==> src/sv/pte_pkg.sv <==
`default_nettype none

package pte_pkg;

  localparam int MAX_PACKET_BYTES_DEF = 65536;

  localparam int OFF_W  = 17;
  localparam int PTS_W  = 33;
  localparam int EXT_W  = 48;
  localparam int REL_W  = 47;
  localparam int NS_W   = 63;

  // rel_ticks / 9 by long division, one byte of the dividend per stage
  localparam int DIV_STAGES = 6;
  localparam int DIV_W      = 8 * DIV_STAGES;
  localparam int QUO_W      = 44;
  localparam int FRAC_W     = 17;
  localparam int PROD_W     = 61;
  localparam int TICK_NS_NUM = 100000;
  localparam int DIV9_RECIP  = 57;
  localparam int DIV9_SHIFT  = 9;
  localparam int DIVISOR     = 9;

  localparam int MID_DEPTH = 4;
  localparam int MID_CNT_W = $clog2(MID_DEPTH + 1);
  localparam int OUT_DEPTH = 16;
  localparam int OUT_CNT_W = $clog2(OUT_DEPTH + 1);

  localparam logic [REL_W-1:0] REL_MAX = '1;

  localparam logic CMD_DATA  = 1'b0;
  localparam logic CMD_CLEAR = 1'b1;

  typedef struct packed {
    logic       cmd;
    logic       stream_sel;
    logic [7:0] data_byte;
    logic       packet_end;
  } in_item_t;

  typedef struct packed {
    logic              forwarded;
    logic [OFF_W-1:0]  payload_offset;
    logic [OFF_W-1:0]  payload_length;
    logic              has_timestamp;
    logic [REL_W-1:0]  rel_ticks;
    logic [NS_W-1:0]   time_ns;
    logic              too_long;
  } out_item_t;

  // classified packet (or clear) handed from front to back
  typedef struct packed {
    logic             clr;
    logic             sel;
    logic             fwd;
    logic             ts;
    logic             too_long;
    logic [OFF_W-1:0] off;
    logic [OFF_W-1:0] plen;
    logic [PTS_W-1:0] raw;
  } pkt_t;

  typedef struct packed {
    logic             fwd;
    logic             ts;
    logic             too_long;
    logic [OFF_W-1:0] off;
    logic [OFF_W-1:0] plen;
  } meta_t;

  // one radix-16 step of division by 9: returns {quotient digit, remainder}
  function automatic logic [7:0] div9_nib(input logic [3:0] rem, input logic [3:0] nib);
    logic [7:0]  v;
    logic [13:0] p;
    logic [3:0]  q;
    logic [7:0]  back;
    v    = {rem, nib};
    p    = 14'(v) * 14'(DIV9_RECIP);
    q    = 4'(p >> DIV9_SHIFT);
    back = 8'(q) * 8'(DIVISOR);
    return {q, 4'(v - back)};
  endfunction

  // floor(r * 100000 / 9) for a remainder of division by 9
  function automatic logic [FRAC_W-1:0] frac9(input logic [3:0] r);
    logic [FRAC_W-1:0] f;
    unique case (r)
      4'd0:    f = FRAC_W'(0);
      4'd1:    f = FRAC_W'(11111);
      4'd2:    f = FRAC_W'(22222);
      4'd3:    f = FRAC_W'(33333);
      4'd4:    f = FRAC_W'(44444);
      4'd5:    f = FRAC_W'(55555);
      4'd6:    f = FRAC_W'(66666);
      4'd7:    f = FRAC_W'(77777);
      4'd8:    f = FRAC_W'(88888);
      default: f = FRAC_W'(0);
    endcase
    return f;
  endfunction

endpackage

`default_nettype wire

==> src/sv/pte_queue.sv <==
`default_nettype none

module pte_queue #(
  parameter int Width = 8,
  parameter int Depth = 4
) (
  input  wire logic                         clk,
  input  wire logic                         rst,
  input  wire logic                         push,
  input  wire logic [Width-1:0]             wdata,
  input  wire logic                         pop,
  output logic      [Width-1:0]             rdata,
  output logic      [$clog2(Depth+1)-1:0]   count
);

  localparam int AW = $clog2(Depth);
  localparam int CW = $clog2(Depth + 1);
  localparam logic [AW-1:0] LAST = AW'(Depth - 1);

  logic [Width-1:0] mem [0:Depth-1];
  logic [AW-1:0]    wr_ptr;
  logic [AW-1:0]    rd_ptr;

  assign rdata = mem[rd_ptr];

  always_ff @(posedge clk) begin
    if (rst) begin
      wr_ptr <= '0;
      rd_ptr <= '0;
      count  <= '0;
    end else begin
      if (push) begin
        wr_ptr <= (wr_ptr == LAST) ? '0 : wr_ptr + 1'b1;
      end
      if (pop) begin
        rd_ptr <= (rd_ptr == LAST) ? '0 : rd_ptr + 1'b1;
      end
      if (push && !pop) begin
        count <= count + CW'(1);
      end else if (pop && !push) begin
        count <= count - CW'(1);
      end
    end
  end

  always_ff @(posedge clk) begin
    if (push) begin
      mem[wr_ptr] <= wdata;
    end
  end

endmodule

`default_nettype wire

==> src/sv/pte_front.sv <==
`default_nettype none

module pte_front #(
  parameter int MAX_PACKET_BYTES = pte_pkg::MAX_PACKET_BYTES_DEF
) (
  input  wire logic              clk,
  input  wire logic              rst,
  input  wire logic              take,
  input  wire pte_pkg::in_item_t item,
  output logic                   valid,
  output pte_pkg::pkt_t          entry
);

  import pte_pkg::*;

  localparam int CNT_W    = $clog2(MAX_PACKET_BYTES + 1);
  localparam int OFF9_W   = 9;
  localparam int LEN_W    = (CNT_W > OFF9_W) ? CNT_W : OFF9_W;
  localparam int HDR_KEEP = 14;
  localparam logic [CNT_W-1:0] MAX_CNT = CNT_W'(MAX_PACKET_BYTES);

  localparam logic [7:0] SID_BC = 8'hBC;
  localparam logic [7:0] SID_BE = 8'hBE;
  localparam logic [7:0] SID_BF = 8'hBF;
  localparam logic [7:0] SID_F0 = 8'hF0;
  localparam logic [7:0] SID_F1 = 8'hF1;
  localparam logic [7:0] SID_F2 = 8'hF2;
  localparam logic [7:0] SID_FF = 8'hFF;
  localparam logic [1:0] MPEG2_MARK = 2'b10;
  localparam logic [3:0] PTS_NIB_A  = 4'h2;
  localparam logic [3:0] PTS_NIB_B  = 4'h3;
  localparam logic [7:0] START_LAST = 8'h01;

  logic [CNT_W-1:0] pos;
  logic             ovf;
  logic [7:0]       hdr [0:HDR_KEEP-1];

  logic [7:0]       hv [0:HDR_KEEP-1];
  logic             at_max;
  logic [CNT_W-1:0] len_next;

  logic [CNT_W-1:0] cap_len;
  logic             cap_ovf;
  logic             cap_clr;
  logic             cap_sel;
  logic [7:0]       cap_hdr [0:HDR_KEEP-1];

  // header as it stands including the byte being taken
  always_comb begin
    for (int i = 0; i < HDR_KEEP; i++) begin
      hv[i] = (pos == CNT_W'(i)) ? item.data_byte : hdr[i];
    end
  end

  assign at_max   = (pos == MAX_CNT);
  assign len_next = at_max ? pos : pos + CNT_W'(1);

  always_ff @(posedge clk) begin
    if (rst) begin
      pos   <= '0;
      ovf   <= 1'b0;
      valid <= 1'b0;
    end else begin
      valid <= take && (item.cmd == CMD_CLEAR || item.packet_end);
      if (take) begin
        if (item.cmd == CMD_CLEAR || item.packet_end) begin
          pos <= '0;
          ovf <= 1'b0;
        end else if (!at_max) begin
          pos <= pos + CNT_W'(1);
        end else begin
          ovf <= 1'b1;
        end
      end
    end
  end

  always_ff @(posedge clk) begin
    if (take && item.cmd == CMD_DATA && pos < CNT_W'(HDR_KEEP)) begin
      hdr[pos[3:0]] <= item.data_byte;
    end
    if (take && (item.cmd == CMD_CLEAR || item.packet_end)) begin
      cap_clr <= (item.cmd == CMD_CLEAR);
      cap_sel <= item.stream_sel;
      cap_len <= len_next;
      cap_ovf <= ovf | at_max;
      for (int i = 0; i < HDR_KEEP; i++) begin
        cap_hdr[i] <= hv[i];
      end
    end
  end

  // classify the captured packet
  logic             start_ok;
  logic             mpeg2;
  logic             sid_bad;
  logic             have;
  logic [LEN_W-1:0] len_x;
  logic [LEN_W-1:0] off9;
  logic [LEN_W-1:0] off;
  logic [LEN_W-1:0] plen;

  always_comb begin
    len_x    = LEN_W'(cap_len);
    off9     = LEN_W'(OFF9_W) + LEN_W'(cap_hdr[8]);
    start_ok = (cap_len >= CNT_W'(3)) && (cap_hdr[0] == 8'h00) && (cap_hdr[1] == 8'h00)
               && (cap_hdr[2] == START_LAST);
    mpeg2    = (cap_hdr[6][7:6] == MPEG2_MARK);
    sid_bad  = (cap_hdr[3] == SID_BC) || (cap_hdr[3] == SID_BE) || (cap_hdr[3] == SID_BF) ||
               (cap_hdr[3] == SID_F0) || (cap_hdr[3] == SID_F1) || (cap_hdr[3] == SID_F2) ||
               (cap_hdr[3] == SID_FF);

    priority if (cap_len < CNT_W'(9) || !start_ok) begin
      off = '0;
    end else if (!mpeg2) begin
      off = LEN_W'(6);
    end else begin
      off = (off9 > len_x) ? len_x : off9;
    end
    plen = len_x - off;

    have = (cap_len >= CNT_W'(HDR_KEEP)) && start_ok && !sid_bad && mpeg2 &&
           (cap_hdr[7][7:6] != 2'b00) &&
           ((cap_hdr[9][7:4] == PTS_NIB_A) || (cap_hdr[9][7:4] == PTS_NIB_B));

    entry.clr      = cap_clr;
    entry.sel      = cap_sel;
    entry.fwd      = (plen != '0);
    entry.ts       = (plen != '0) && have;
    entry.too_long = cap_ovf;
    entry.off      = OFF_W'(off);
    entry.plen     = OFF_W'(plen);
    entry.raw      = {cap_hdr[9][3:1], cap_hdr[10], cap_hdr[11][7:1], cap_hdr[12],
                      cap_hdr[13][7:1]};
  end

endmodule

`default_nettype wire

==> src/sv/pte_unwrap.sv <==
`default_nettype none

module pte_unwrap (
  input  wire logic                          clk,
  input  wire logic                          rst,
  input  wire logic                          issue,
  input  wire pte_pkg::pkt_t                 entry,
  output logic                               valid,
  output logic [pte_pkg::REL_W-1:0]          rel,
  output pte_pkg::meta_t                     meta
);

  import pte_pkg::*;

  localparam int PAD_W = EXT_W - PTS_W;

  logic [1:0]       last_valid;
  logic [PTS_W-1:0] last_raw [0:1];
  logic [EXT_W-1:0] ext      [0:1];
  logic             base_valid;
  logic [EXT_W-1:0] base;

  logic [PTS_W:0]   diff;
  logic             neg;
  logic [EXT_W-1:0] step;
  logic [EXT_W-1:0] ext_new;
  logic [EXT_W-1:0] base_use;
  meta_t            m_in;

  logic             a_valid;
  logic [EXT_W-1:0] a_ext;
  logic [EXT_W-1:0] a_base;
  meta_t            a_meta;

  logic [EXT_W:0]   r;
  logic [REL_W-1:0] rel_next;

  // a jump of exactly half the range counts as forward when the raw value dropped
  always_comb begin
    diff     = {1'b0, entry.raw} - {1'b0, last_raw[entry.sel]};
    neg      = diff[PTS_W-1] & ~(diff[PTS_W] & (diff[PTS_W-2:0] == '0));
    step     = neg ? {{PAD_W{1'b1}}, diff[PTS_W-1:0]} : {{PAD_W{1'b0}}, diff[PTS_W-1:0]};
    ext_new  = last_valid[entry.sel] ? ext[entry.sel] + step : {{PAD_W{1'b0}}, entry.raw};
    base_use = base_valid ? base : ext_new;
    m_in.fwd      = entry.fwd;
    m_in.ts       = entry.ts;
    m_in.too_long = entry.too_long;
    m_in.off      = entry.off;
    m_in.plen     = entry.plen;
  end

  always_ff @(posedge clk) begin
    if (rst) begin
      last_valid <= '0;
      base_valid <= 1'b0;
      a_valid    <= 1'b0;
      valid      <= 1'b0;
    end else begin
      a_valid <= issue && !entry.clr;
      valid   <= a_valid;
      if (issue) begin
        if (entry.clr) begin
          last_valid <= '0;
          base_valid <= 1'b0;
        end else if (entry.ts) begin
          last_valid[entry.sel] <= 1'b1;
          base_valid            <= 1'b1;
        end
      end
    end
  end

  always_ff @(posedge clk) begin
    if (issue && !entry.clr && entry.ts) begin
      last_raw[entry.sel] <= entry.raw;
      ext[entry.sel]      <= ext_new;
      if (!base_valid) begin
        base <= ext_new;
      end
    end
    a_ext  <= ext_new;
    a_base <= base_use;
    a_meta <= m_in;
    rel    <= rel_next;
    meta   <= a_meta;
  end

  always_comb begin
    r = {a_ext[EXT_W-1], a_ext} - {a_base[EXT_W-1], a_base};
    priority if (!a_meta.ts || r[EXT_W]) begin
      rel_next = '0;
    end else if (r[EXT_W-1]) begin
      rel_next = REL_MAX;
    end else begin
      rel_next = r[REL_W-1:0];
    end
  end

endmodule

`default_nettype wire

==> src/sv/pte_scale.sv <==
`default_nettype none

module pte_scale (
  input  wire logic                      clk,
  input  wire logic                      rst,
  input  wire logic                      start,
  input  wire logic [pte_pkg::REL_W-1:0] rel,
  input  wire pte_pkg::meta_t            meta,
  output logic                           done,
  output pte_pkg::out_item_t             result
);

  import pte_pkg::*;

  logic             vld [1:DIV_STAGES];
  logic [DIV_W-1:0] dw  [1:DIV_STAGES];
  logic [3:0]       rm  [1:DIV_STAGES];
  logic [REL_W-1:0] rl  [1:DIV_STAGES];
  meta_t            mt  [1:DIV_STAGES];

  for (genvar s = 0; s < DIV_STAGES; s++) begin : g_div
    logic             v_in;
    logic [DIV_W-1:0] w_in;
    logic [3:0]       r_in;
    logic [REL_W-1:0] rel_in;
    meta_t            m_in;
    logic [7:0]       st_hi;
    logic [7:0]       st_lo;
    logic [DIV_W-1:0] w_out;

    if (s == 0) begin : g_first
      assign v_in   = start;
      assign w_in   = {{(DIV_W-REL_W){1'b0}}, rel};
      assign r_in   = '0;
      assign rel_in = rel;
      assign m_in   = meta;
    end else begin : g_rest
      assign v_in   = vld[s];
      assign w_in   = dw[s];
      assign r_in   = rm[s];
      assign rel_in = rl[s];
      assign m_in   = mt[s];
    end

    // dividend byte is replaced in place by its quotient digits
    always_comb begin
      st_hi = div9_nib(r_in, w_in[DIV_W-1-8*s -: 4]);
      st_lo = div9_nib(st_hi[3:0], w_in[DIV_W-5-8*s -: 4]);
      w_out = w_in;
      w_out[DIV_W-1-8*s -: 8] = {st_hi[7:4], st_lo[7:4]};
    end

    always_ff @(posedge clk) begin
      if (rst) begin
        vld[s+1] <= 1'b0;
      end else begin
        vld[s+1] <= v_in;
      end
    end

    always_ff @(posedge clk) begin
      dw[s+1] <= w_out;
      rm[s+1] <= st_lo[3:0];
      rl[s+1] <= rel_in;
      mt[s+1] <= m_in;
    end
  end

  logic              m_valid;
  logic [PROD_W-1:0] m_prod;
  logic [FRAC_W-1:0] m_frac;
  logic [REL_W-1:0]  m_rel;
  meta_t             m_meta;

  always_ff @(posedge clk) begin
    if (rst) begin
      m_valid <= 1'b0;
    end else begin
      m_valid <= vld[DIV_STAGES];
    end
  end

  always_ff @(posedge clk) begin
    m_prod <= PROD_W'(dw[DIV_STAGES][QUO_W-1:0]) * PROD_W'(TICK_NS_NUM);
    m_frac <= frac9(rm[DIV_STAGES]);
    m_rel  <= rl[DIV_STAGES];
    m_meta <= mt[DIV_STAGES];
  end

  assign done = m_valid;

  always_comb begin
    result.forwarded      = m_meta.fwd;
    result.payload_offset = m_meta.off;
    result.payload_length = m_meta.plen;
    result.has_timestamp  = m_meta.ts;
    result.rel_ticks      = m_rel;
    result.time_ns        = NS_W'(m_prod) + NS_W'(m_frac);
    result.too_long       = m_meta.too_long;
  end

endmodule

`default_nettype wire

==> src/sv/pes_timestamp_extract_unwrap_top.sv <==
// PES timestamp extractor and unwrapper.
// Input queue port: push/full with item {cmd, stream_sel, data_byte, packet_end}.
// One packet byte per item; packet_end marks the last byte. A clear command
// drops any partial packet and forgets both streams' PTS and the baseline.
// Output queue port: empty/pop with result; one result per packet end, none
// for other bytes or for clear. The oldest result sits on result while empty
// is low and leaves on pop.
// Throughput: one item per cycle sustained while full is low. The front captures the header and
// classifies the packet, then hands it through a 4-entry queue to the back,
// which unwraps the PTS, divides by 9 over six stages and scales to ns in a
// multiply stage, all pipelined so that packets overlap.
// If the receiver stalls, results collect in a 16-entry output queue; the
// back stops issuing once that queue and its pipeline would overflow, and
// full rises when the middle queue holds three entries, one short of its depth.
// Reset (rst, synchronous) empties both queues, zeroes the byte count and
// clears all timestamp state.
`default_nettype none

module pes_timestamp_extract_unwrap_top #(
  parameter int MAX_PACKET_BYTES = pte_pkg::MAX_PACKET_BYTES_DEF
) (
  input  wire logic               clk,
  input  wire logic               rst,
  input  wire logic               push,
  output logic                    full,
  input  wire pte_pkg::in_item_t  item,
  output logic                    empty,
  input  wire logic               pop,
  output pte_pkg::out_item_t      result
);

  import pte_pkg::*;

  localparam int OUT_SUM_W = OUT_CNT_W + 1;
  localparam logic [MID_CNT_W-1:0] MID_FULL_AT = MID_CNT_W'(MID_DEPTH - 1);

  logic                 accept;
  logic                 mid_push;
  pkt_t                 mid_in;
  pkt_t                 mid_head;
  logic [MID_CNT_W-1:0] mid_count;
  logic                 issue;
  logic                 room;

  logic                 bk_valid;
  logic [REL_W-1:0]     bk_rel;
  meta_t                bk_meta;

  logic                 done;
  out_item_t            sc_result;
  logic [OUT_CNT_W-1:0] out_count;
  logic [OUT_CNT_W-1:0] inflight;
  logic                 out_pop;

  assign full   = (mid_count >= MID_FULL_AT);
  assign accept = push && !full;

  pte_front #(
    .MAX_PACKET_BYTES(MAX_PACKET_BYTES)
  ) u_front (
    .clk   (clk),
    .rst   (rst),
    .take  (accept),
    .item  (item),
    .valid (mid_push),
    .entry (mid_in)
  );

  pte_queue #(
    .Width($bits(pkt_t)),
    .Depth(MID_DEPTH)
  ) u_mid_q (
    .clk   (clk),
    .rst   (rst),
    .push  (mid_push),
    .wdata (mid_in),
    .pop   (issue),
    .rdata (mid_head),
    .count (mid_count)
  );

  assign room  = (OUT_SUM_W'(out_count) + OUT_SUM_W'(inflight)) < OUT_SUM_W'(OUT_DEPTH);
  assign issue = (mid_count != '0) && (mid_head.clr || room);

  always_ff @(posedge clk) begin
    if (rst) begin
      inflight <= '0;
    end else if ((issue && !mid_head.clr) && !done) begin
      inflight <= inflight + OUT_CNT_W'(1);
    end else if (!(issue && !mid_head.clr) && done) begin
      inflight <= inflight - OUT_CNT_W'(1);
    end
  end

  pte_unwrap u_unwrap (
    .clk   (clk),
    .rst   (rst),
    .issue (issue),
    .entry (mid_head),
    .valid (bk_valid),
    .rel   (bk_rel),
    .meta  (bk_meta)
  );

  pte_scale u_scale (
    .clk    (clk),
    .rst    (rst),
    .start  (bk_valid),
    .rel    (bk_rel),
    .meta   (bk_meta),
    .done   (done),
    .result (sc_result)
  );

  assign empty   = (out_count == '0);
  assign out_pop = pop && !empty;

  pte_queue #(
    .Width($bits(out_item_t)),
    .Depth(OUT_DEPTH)
  ) u_out_q (
    .clk   (clk),
    .rst   (rst),
    .push  (done),
    .wdata (sc_result),
    .pop   (out_pop),
    .rdata (result),
    .count (out_count)
  );

`ifndef SYNTHESIS
  a_mid_no_overflow: assert property (@(posedge clk) disable iff (rst)
    mid_push |-> (mid_count < MID_CNT_W'(MID_DEPTH)))
    else $error("middle queue written while full");

  a_out_credit: assert property (@(posedge clk) disable iff (rst)
    (OUT_SUM_W'(out_count) + OUT_SUM_W'(inflight)) <= OUT_SUM_W'(OUT_DEPTH))
    else $error("output credits exceeded");

  a_out_no_overflow: assert property (@(posedge clk) disable iff (rst)
    done |-> (out_count < OUT_CNT_W'(OUT_DEPTH)))
    else $error("output queue written while full");

  a_clear_silent: assert property (@(posedge clk) disable iff (rst)
    (issue && mid_head.clr) |-> ##2 !bk_valid)
    else $error("clear produced a back-end item");
`endif

endmodule

`default_nettype wire
==> config.mk <==
export PLATFORM = sky130hd
export DESIGN_NAME = pes_timestamp_extract_unwrap_top
export DESIGN_NICKNAME = d
export VERILOG_FILES = /design/src/sv/pte_pkg.sv /design/src/sv/pte_queue.sv /design/src/sv/pte_front.sv /design/src/sv/pte_unwrap.sv /design/src/sv/pte_scale.sv /design/src/sv/pes_timestamp_extract_unwrap_top.sv
export SDC_FILE = /design/constraint.sdc
export NUM_CORES = 2
export LEC_CHECK = 0
export BUFFER_PORTS_ARGS = -buffer_cell sky130_fd_sc_hd__buf_2
export CORE_MARGIN = 5
export CORE_UTILIZATION = 40
export CTS_CLUSTER_DIAMETER = 200
export DETAILED_ROUTE_END_ITERATION = 8
export GPL_ROUTABILITY_DRIVEN = 0
export PLACE_DENSITY_LB_ADDON = 0.2
export SLEW_MARGIN = 5
export SYNTH_ARGS = -nofsm -noshare
export SYNTH_HDL_FRONTEND = slang
export SYNTH_MEMORY_MAX_BITS = 65536
export SYNTH_SLANG_ARGS = --single-unit
==> constraint.sdc <==
create_clock -name clk -period 12.4 [get_ports clk]
set_input_delay 0.62 -clock clk [delete_from_list [all_inputs] [get_ports clk]]
set_output_delay 0.62 -clock clk [all_outputs]
set_load 0.02 [all_outputs]
; ---- After elaboration in Yosys (flattened, before gate mapping)
; Memories as Yosys holds them, arrays and structs flattened. A register that Yosys moved wholly into a read port is not among the register bits.
; Cells that the tools add are included.
[op_classes]
eq_ne = 29
n_lt_le_gt_ge = 9
multipliers = 24
reduce_logical = 61
mux = 66
bitwise = 12
add_sub_neg = 30
[ops]
columns = op, count
row1 = two-way mux 48 bit, 3
row2 = "multiplier 8 x 6 -> 13 bit, second input constant", 11
row3 = two-way mux 8 bit, 14
row4 = "equality test 17 x 4 -> 1 bit, second input constant", 6
row5 = two-way mux 17 bit, 5
row6 = "equality test 17 x 3 -> 1 bit, second input constant", 4
row7 = adder 61 x 17 -> 62 bit, 1
row8 = "equality test 8 bit, second input constant", 7
row9 = "multiplier 44 x 12 -> 56 bit, second input constant", 1
row10 = subtractor 48 x 48 -> 49 bit, 1
row11 = adder 48 bit, 1
row12 = two-way mux 47 bit, 1
row13 = "multiplier 4 x 4 -> 4 bit, second input constant", 11
row14 = subtractor 4 bit, 11
row15 = "equality test 17 x 2 -> 1 bit, second input constant", 2
row16 = "< comparator 17 x 4 -> 1 bit, second input constant", 2
row17 = subtractor 33 x 33 -> 34 bit, 1
row18 = logical NOT 32 bit, 1
row19 = two-way mux 1 bit, 26
row20 = logical AND 1 bit, 24
row21 = two-way mux 5 bit, 4
row22 = "adder 17 x 1 -> 17 bit, second input constant", 1
row23 = "equality test 17 x 1 -> 1 bit, second input constant", 1
row24 = "equality test 17 bit, second input constant", 1
row25 = 39 further kinds, 91
[totals]
rom_bits = 272
word_cells = 276
mem_bits_rw = 3832
memories = 12
reg_bits = 390
[memory_table]
columns = name, depth, word_bits, read_ports, rd_ports_with_merged_regs, wr, line_no
row1 = u_out_q.mem, 16, 146, 1, 1, 1, pte_queue.sv:20  ; logic [Width-1:0] mem [0:Depth-1];
row2 = u_mid_q.mem, 4, 72, 1, 1, 1, pte_queue.sv:20
row3 = u_scale.dw, 6, 48, 6, 0, 6, pte_scale.sv:16  ; logic [DIV_W-1:0] dw [1:DIV_STAGES];
row4 = u_scale.rl, 6, 47, 6, 1, 6, pte_scale.sv:18  ; logic [REL_W-1:0] rl [1:DIV_STAGES];
row5 = (name not given), 16, 17, 1, 1, 0, pte_pkg.sv:87  ; unique case (r)
row6 = u_scale.mt, 6, 37, 6, 1, 6, pte_scale.sv:19  ; meta_t mt [1:DIV_STAGES];
row7 = 6 more memories, -, -, -, -, -, -

; ---- Logic depth before layout (Yosys ltp)
; An unclocked memory read counts as a cell.
[logic_depth]
depth_word = 14
mapped_depth = 39
mapped_depth_nobuf = 39

; ---- Modules after synthesis
; Synthesis repeated with hierarchy kept, for this count alone.
[hier_totals]
cells_unflattened = 9731
area_unflattened_um2 = 166239.4
[by_module_without_submodules]
columns = mod, cells_each, area_each_um2, seq_area_each_um2, instances
row1 = pte_queue (u_out_q), 3700, 88548.7, 70968.1, 1
row2 = pte_scale, 2954, 36099.6, 16696.0, 1
row3 = pte_unwrap, 1847, 20507.2, 10750.3, 1
row4 = pte_queue (u_mid_q), 419, 10898.0, 8828.5, 1
row5 = pte_front, 759, 9724.3, 5785.5, 1
row6 = pes_timestamp_extract_unwrap_top, 52, 461.7, 100.1, 1

; ---- Least setup slack after synthesis
; No wires, ideal clock.
[synth_path]
path_type = register to register
startpoint = mem u_scale.rl[2][30]
endpoint = reg, netlist name u_scale.rm[1][7]
arrival_ps = 8315
n_path_buf = 0
setup_time_ps = 72
stages_incl_launch_ff = 38
setup_slack_ps = 4012
path_cell_list = dfxtp_1 > inv_1 > fa_1 > inv_1 > fa_1 > ha_1 > ha_1 > and3_1 > a31o_2 > a21o_1 > a21oi_1 > xnor2_1 > ha_1 > inv_1 > fa_1 > ha_1 > o21ai_0 > nand2b_1 > (+2 left out) > xnor2_1 > xor2_1 > inv_1 > fa_1 > inv_1 > ha_1 > ha_1 > ha_1 > nor3_1 > nor2_1 > fa_1 > inv_1 > ha_1 > a21o_1 > a21oi_1 > xnor2_1 > xnor2_1 > xnor2_1
[synth_rtl]
columns = item, line_no
row1 = "start, declared", pte_scale.sv:18

==> flow_summary.ini <==
[status]
run_status = complete, no violations

[clock_network]
cts-buffers-inserted = 414
cts_htree_levels = 5
clock_tree.root_cell = sky130_fd_sc_hd__clkbuf_16
post-cts-setup-buffer-count = 0
cts_num_sinks = 4120
clk_transition_reported_paths_ns = 0.07
cts_tree = yes
clock_insertion_delay_worst_skew_ns = 0.97
max_clock_buf_depth = 4

[detailed_routing]
routed-via-count = 81100
detailedRoute.firstIterationViolations = 5699
avgRoutedWirePerCell_um = 24.2
vias_per_instance = 5.23
route.detailed.drc = 0
route.final.wire_length_um = 376000
ant_nets = 0
drt_first_pass_iters = 6

[final_layout]
final_cell_count_no_fill = 15500
final_common_cell = sky130_fd_sc_hd__edfxtp_1
layout.cells.most_common_list = sky130_fd_sc_hd__edfxtp_1 (3,014), sky130_fd_sc_hd__dfxtp_1 (1,099), sky130_fd_sc_hd__mux4_2 (780), sky130_fd_sc_hd__ha_1 (686), sky130_fd_sc_hd__inv_1 (607)
final_net_count = 10700
drive_gt1_frac = 0.196
area.growth.synth_to_final_pct = 13.5

[logic_synthesis]
post_synth_instance_area_mm2 = 0.164
synth_seq_area_share = 0.685
synth_enable_flop_cells = 3014
synth_cell_type_count = 75
synth.avg_cell_area_um2 = 17.8
postSynthRegisterBits = 4120
async_flop_share = 0
dominantRegCellSynth = sky130_fd_sc_hd__edfxtp_1
synthesis.instances = 9237
synth_warnings = 0

[floorplanning]
ioPinCount = 164
die_w_um = 651
die-area_mm2 = 0.424
fp.coreArea_mm2 = 0.410
dieHeight_um = 651
floorplan.initialDensity = 0.402
placementRows = 235

[placed_design]
io_buffer_count = 162
place.detailed.instances = 14700
detailedPlacementHpwl_um = 230000

[timing]
slew_violations = 0
achievable-frequency_ghz = 0.110
setup_viol = 0
unrepaired_setup_endpoints_after_global_routing = false
finalHoldViolations = 0
min_period_over_period = 0.731
period_needed_ns = 9.06
timing_worst_slew_pin_value_ns = 1.36
timing.clock.skew_ns = 0.0637
finalSetupTns_ns = 0
relSlewSlack = 0.0886

[grt]
track_usage = 0.175
grt_start_max_net_pins = 139
grt_pass1_vias = 85700
grt_pass1_wl_um = 565000
initial_antenna_violation_count = 34
globalRoute.totalOverflow = 0

[setup_path]
cpPeakStageDelay_ns = 0.55
critPathMaxFanout = 6
timing.critical_path.arrival_ns = 9.93
crit_path_frequent_cell = sky130_fd_sc_hd__ha_1
critical_path_required_ns = 13.27
critPathKind = reg2reg
r2r-start = u_scale.rl[2][30]$_DFF_P_
critPathSlowestCell = sky130_fd_sc_hd__fa_1
cp-startpoint = u_scale.rl[2][30]$_DFF_P_
critPathCaptureType = flop
start_kind = flop

[worst_hold_path]
timing.hold.worst.class = in2reg
hold_start = item[1]

[run]
timing.max_cap.violations = 0
## worst paths after layout
path                                  end  slack [ns]  depth (start not counted)
max              u_scale.rm[1][7]$_DFF_P_        3.34                         37
min          u_front.hdr[10][0]$_DFFE_PP_        0.12                          1
max reg2reg      u_scale.rm[1][7]$_DFF_P_        3.34                         37
min reg2reg     u_scale.m_rel[45]$_DFF_P_        0.30                          0
## cell type report
type,instances,area (um2)
fill,34700,223000
sequential,4120,113000
multi-input combinational,4269,48800
clock buffer,584,12000
tap,5451,6820
inverter,607,2280
clock inverter,188,2140
timing repair buffer,289,1960
antenna,7,17.5
## registers in the layout (all words and copies together), names as in the netlist, 15 cells and up, named ones only
| register | flops |
|---|---|
| u_scale.dw | 144 |
| u_unwrap.a_base | 48 |
| u_scale.rl | 282 |
| u_unwrap.last_raw | 66 |
| u_scale.m_prod | 56 |
| u_unwrap.rel | 47 |
| u_unwrap.a_ext | 48 |
| u_front.cap_hdr | 80 |
| u_mid_q.mem | 288 |
| u_out_q.mem | 2336 |
| u_front.cap_len | 17 |
| u_unwrap.base | 48 |
| u_front.hdr | 80 |
| u_unwrap.meta | 37 |
| u_scale.result | 37 |
| u_scale.rm | 24 |
| u_unwrap.ext | 96 |
| u_scale.m_rel | 47 |
| u_scale.mt | 222 |
| u_front.pos | 17 |
| u_scale.m_frac | 15 |
| u_unwrap.a_meta | 37 |
## synth_stat cells, drive strengths merged (39+ instances only)
library cell	instances	area, um2
edfxtp	3014	90500
dfxtp	1106	22100
mux4	781	17600
ha	686	8580
inv	607	2280
fa	283	5670
a21oi	251	1260
xnor2	237	2080
nor2	227	855
nand2	223	837
clkbuf	186	698
o21ai	177	886
mux2	170	1910
a21o	152	1140
xor2	149	1310
buf	93	365
o21a	88	661
nor2b	82	513
mux2i	80	801
nand3	65	325
a211oi	56	430
nor3	56	280
and3	48	300
nand4	46	288
and2	43	269
nand2b	39	244
## layer usage
layer	GRT usage	vias to the layer above	part of all wire
met3	0.0231	506	0.044
met2	0.292	1766	0.48
li1	-	36300	-
met5	0	-	0.000043
met4	0.0400	2	0.023
met1	0.246	42500	0.45
## stage by stage
step            util  instance area [um2]  hold WS, ns  setup slack [ns]
3_5_place_dp   0.421               172000        0.312              3.32
5_1_grt        0.456               187000       0.0623              2.63
4_1_cts        0.456               187000       0.0201              3.28
3_3_place_gp   0.421               172000        0.310              3.03
6_report       0.456               187000        0.123              3.34
2_1_floorplan      -               165000        0.310              4.01
## logic make-up (layout without fill, tap and decap cells)
group	after synthesis	after routing	share of synthesized area
flip-flops	4120	4120	0.685
multiplexers	1031	1031	0.123
adder cells (fa/ha/maj)	969	969	0.0866
AO/OA/AOI/OAI	932	932	0.0368
AND/OR/NAND/NOR	911	911	0.0273
buffers and inverters	886	1668	0.0203
XOR/XNOR	386	386	0.0206
other	2	47	0.0000457
## worst max-delay path: cells and delay by family (launching register included)
family,cells,cell delay [ns]
buffers and inverters,6,0.56
AND/OR/NAND/NOR,4,0.55
adder cells (fa/ha/maj),13,4.81
XOR/XNOR,7,1.36
flip-flops,1,0.45
AO/OA/AOI/OAI,7,1.26
## timing repair
item                       4_1_cts  5_1_grt
setup endpoints to repair        0        0
gates resized for setup          0        0
hold endpoints to repair         3        0
hold buffers                     3        0
Power is not shown: default switching activity piles up to over one toggle a cycle in this logic, so the estimate is an artifact.
